==> config.mk <==
export PLATFORM = sky130hd
export DESIGN_NAME = cbs_lerp
export DESIGN_NICKNAME = d
export VERILOG_FILES = /design/src/rtl/cbs_pkg.sv /design/src/rtl/cbs_lerp.sv
export SDC_FILE = /design/constraint.sdc
export NUM_CORES = 2
export LEC_CHECK = 0
export BUFFER_PORTS_ARGS = -buffer_cell sky130_fd_sc_hd__buf_2
export CORE_MARGIN = 2
export CORE_UTILIZATION = 60
export DETAILED_ROUTE_END_ITERATION = 7
export HOLD_SLACK_MARGIN = 0.15
export PLACE_DENSITY = 0.78
export SLEW_MARGIN = 25
export SYNTH_ARGS = -nofsm -noshare
export SYNTH_HDL_FRONTEND = slang
export SYNTH_SLANG_ARGS = --single-unit
==> constraint.sdc <==
create_clock -name clock -period 8.5 [get_ports clock]
set_input_delay 0.425 -clock clock [delete_from_list [all_inputs] [get_ports clock]]
set_output_delay 0.425 -clock clock [all_outputs]
set_load 0.005 [all_outputs]
==> src/rtl/cbs_pkg.sv <==
`timescale 1ns / 1ps
// Shared types and constants for the cubic Bezier split and slope block.
package cbs_pkg;

   // Slope grows by three bits: one for the difference, two for the factor of three.
   localparam int unsigned SLOPE_EXTRA_BITS = 3;

   // Register stages from input beat to output register.
   localparam int unsigned STAGES = 9;

   // Per-stage load enables of one lerp unit: difference, product, sum.
   typedef struct packed {
      logic load_a;
      logic load_b;
      logic load_c;
   } cbs_adv_type;

endpackage

==> src/rtl/cbs_lerp.sv <==
`timescale 1ns / 1ps
// Three-stage lerp unit: difference, product with t, floor-shifted sum.
module cbs_lerp import cbs_pkg::*; #(
   parameter int COORD_WIDTH     = 32,
   parameter int PARAM_FRAC_BITS = 16
) (
   input  logic                          clock,
   input  cbs_adv_type                   adv,
   input  logic signed [COORD_WIDTH-1:0] lhs,
   input  logic signed [COORD_WIDTH-1:0] rhs,
   input  logic [PARAM_FRAC_BITS:0]      param,
   output logic signed [COORD_WIDTH:0]   diff,
   output logic signed [COORD_WIDTH-1:0] result,
   output logic [PARAM_FRAC_BITS:0]      param_out
);
   localparam int PROD_WIDTH = COORD_WIDTH + PARAM_FRAC_BITS + 3;

   logic signed [COORD_WIDTH-1:0] base_a_ff;
   logic signed [COORD_WIDTH:0]   diff_ff;
   logic [PARAM_FRAC_BITS:0]      param_a_ff;
   logic signed [COORD_WIDTH-1:0] base_b_ff;
   logic signed [PROD_WIDTH-1:0]  prod_ff;
   logic [PARAM_FRAC_BITS:0]      param_b_ff;
   logic signed [COORD_WIDTH-1:0] result_ff;
   logic [PARAM_FRAC_BITS:0]      param_c_ff;

   logic signed [COORD_WIDTH:0]   diff_in;
   logic signed [PROD_WIDTH-1:0]  prod_in;
   logic signed [PROD_WIDTH-1:0]  prod_shift;
   logic signed [COORD_WIDTH:0]   sum_wide;
   logic signed [COORD_WIDTH-1:0] result_in;

   assign diff_in    = {rhs[COORD_WIDTH-1], rhs} - {lhs[COORD_WIDTH-1], lhs};
   assign prod_in    = diff_ff * $signed({1'b0, param_a_ff});
   // floor division by one: arithmetic shift of the signed product
   assign prod_shift = prod_ff >>> PARAM_FRAC_BITS;
   assign sum_wide   = {base_b_ff[COORD_WIDTH-1], base_b_ff} + prod_shift[COORD_WIDTH:0];
   // the lerp stays between its operands, so the top bit carries nothing
   assign result_in  = sum_wide[COORD_WIDTH-1:0];

   always_ff @(posedge clock) begin
      if (adv.load_a) begin
         base_a_ff  <= lhs;
         diff_ff    <= diff_in;
         param_a_ff <= param;
      end
      if (adv.load_b) begin
         base_b_ff  <= base_a_ff;
         prod_ff    <= prod_in;
         param_b_ff <= param_a_ff;
      end
      if (adv.load_c) begin
         result_ff  <= result_in;
         param_c_ff <= param_b_ff;
      end
   end

   assign diff      = diff_ff;
   assign result    = result_ff;
   assign param_out = param_c_ff;
endmodule

==> out/results.ini <==
[floorplan]
boundaryPins = 167
core_region_area_um2 = 46300
rows = 79
die_y_um = 220
die_width_um = 220
start_util_pct = 60.3
dieArea_um2 = 48200

[timing]
setup_viol_count_final = 0
period_needed_ns = 7.57
setup_total_negative_slack_ns = 0
tightest_slew_ns = 1.06
fin_crit_sh_pct = 89.0
rsz0062_at_grt = false
fmax_mhz = 132
fin_skew_ns = 0.0144
slew_headroom_pct = 29.5
timing_hold_violations_final = 0
finalMaxSlewViolations = 0

[worst_setup_path]
critical_path_class = register to register
crit_arrival_ns = 7.97
cp_slowest_cell = edfxtp_1
crit_path_end_kind = register
worst_path_most_repeated_cell = fa_1
path_cells = buf_4, nand2_1, fa_1, inv_1, fa_1, fa_1, fa_1, fa_1, inv_1, fa_1, inv_1, ha_1, and4_1, nand3_1, or3_1, a31oi_1, o21ai_0, a31oi_1, a21oi_1, or3_1, a31oi_1
cpPeakStageDelay_ns = 0.70
crit_path_start_kind = register
worst-path-max-fanout = 11
crit_required_ns = 8.90

[yosys]
ys.flop_type = edfxtp_1
netlist_top_cells_area = fa_1 37%, edfxtp_1 23%, inv_1 8.8%, ha_1 7.8%, and2_1 6.7%
synth.distinct_cells = 58
synth_edf_count = 212
synth.largest_area_cell = fa_1
yosysMostFrequentCell = inv_1
syn_area_per_cell_um2 = 10.2
synth_cells = 2729
synth_commonest_cells = 655 x inv_1, 516 x fa_1, 299 x and2_1
synth_top_cell_area_share_pct = 37.0
ys_seq_area_share_pct = 22.8
syn-num-nets = 3503
ys_ff_latch = 212
postSynth.asyncResetShare_pct = 0
synth_area_um2 = 27900
synth_warnings = 0

[routing]
wl_per_cell_um = 20.4
drt_iter0_markers = 1380
first_pass_iters = 7
ant_nets = 0
vias = 20045
drc = 0
via_per_inst = 5.65
drt_wl_total_um = 72400

[clock_tree]
cts_setup_buffers = 0
cts_resized = 0
cts_sinks = 212
clockBufferDepth = 3
clk_latency_ns = 0.56
clockRootBuffer = clkbuf_16
cts_max_level = 1
cts_made_buffers = 26
cts_hold_buf = 49
clkTransAtPathRegs_ns = 0.06
cts_tree = done

[global_routing]
grt_pass1_vias = 22016
grt_max_degree = 50
overflow = 0
antenna_found_initial = 1
track_usage_pct = 31.7
grt_first_pass_wirelength_um = 116000

[final_layout]
areaGrowthSynthToFinish_pct = 10.7
drive_above_1_share_pct = 8.91
nets = 3697
nFillCells = 3551

[placement]
hpwl_um = 55300
gp_congestion = 0.910
port_buffers = 166

[run]
cap_violations = 0

[worst_hold_path]
hp-class = input port to register

[status]
status = finished, final reports clean

## critical path: cells and delay by family (launching register included)
kind	cells	cell delay, ns
buffers and inverters	4	0.47
AO/OA/AOI/OAI	5	1.68
adder cells (fa/ha/maj)	7	3.39
flip-flops	1	0.70
AND/OR/NAND/NOR	5	1.19
## placed cells by master (no fill, tap or decap), types with 4 or more instances in the layout
cell type      count
nand4_1            8
bufinv_16          5
o21ai_0           40
and3_1            11
a211oi_1           6
a21o_1            46
xnor2_1           80
nor3_1            12
a31oi_1           12
o21a_1            16
nand2_1          289
nand3_1           16
a31o_2             5
clkinv_2           4
xor2_1            23
o211ai_1           4
nor2b_1           18
a21oi_1           76
buf_4             34
clkinv_1           4
o21bai_1           7
buf_2            164
nand2b_1          10
and2_1           299
dlygate4sd3_1     49
or2_2              4
or3_1              8
o31ai_1            4
fa_1             516
edfxtp_1         212
nor2_1            53
ha_1             173
inv_1            655
o31a_1             5
clkbuf_16         26
## worst paths after layout
path	start	to	slack, ns	cells after the start
worst min-delay path	rhs[0]	diff[0]	0.33	4
worst max register to register	param_a_ff[9]	prod_ff[46]	0.93	21
worst min register to register	base_a_ff[16]	base_b_ff[16]	0.42	0
worst max-delay path	param_a_ff[9]	prod_ff[46]	0.93	21
## per-layer routing
metal	vias up	routed length, µm	track usage [%]
met4	0	4060	16.0
met5	-	0	0
li1	8676	-	-
met3	265	6470	5.27
met2	998	34900	53.0
met1	10106	27000	40.3
## kinds of logic (layout without fill, tap and decap cells)
group,Yosys count,count (layout),synth area share [%]
buffers and inverters,740,953,9.96
and+or+nand+nor,737,737,13.4
adders and majority gates,689,689,44.8
AOI/OAI and AO/OA,248,248,5.78
DFF,212,212,22.8
xor gates and xnor gates,103,103,3.23
other,0,1,0
## sequential cells by signal, summed over array words and instances, names as in the netlist
signal	count
result	32
base_b_ff	32
diff	33
param_b_ff	17
base_a_ff	32
param_a_ff	17
param_out	17
prod_ff	32
## final cells by class
type	instances	area, µm²	share of cell area (%)
tap	607	759	2.46
inverter	655	2460	7.96
sequential	212	6370	20.6
clock inverter	18	234	0.758
timing repair buffer	251	1640	5.31
clock buffer	29	662	2.14
antenna	1	2.50	0.00811
multi-input combinational	1777	18700	60.7
## metrics by stage
stage | worst slack, ns | util (%) | hold slack (ns) | std cells | area (µm²)
after CTS | 0.877 | 66.6 | 0.310 | 3545 | 30800
after detailed placement | 0.893 | 63.6 | 0.405 | 3449 | 29400
after global routing | 0.648 | 66.7 | 0.349 | 3549 | 30900
final | 0.934 | 66.7 | 0.332 | 3550 | 30900
after floorplan | 2.23 | - | 0.400 | 2729 | 27900
after global placement | 1.10 | 63.6 | 0.401 | 3449 | 29400
Power is not shown: default switching activity piles up to over one toggle a cycle in this logic, so the estimate is an artifact.
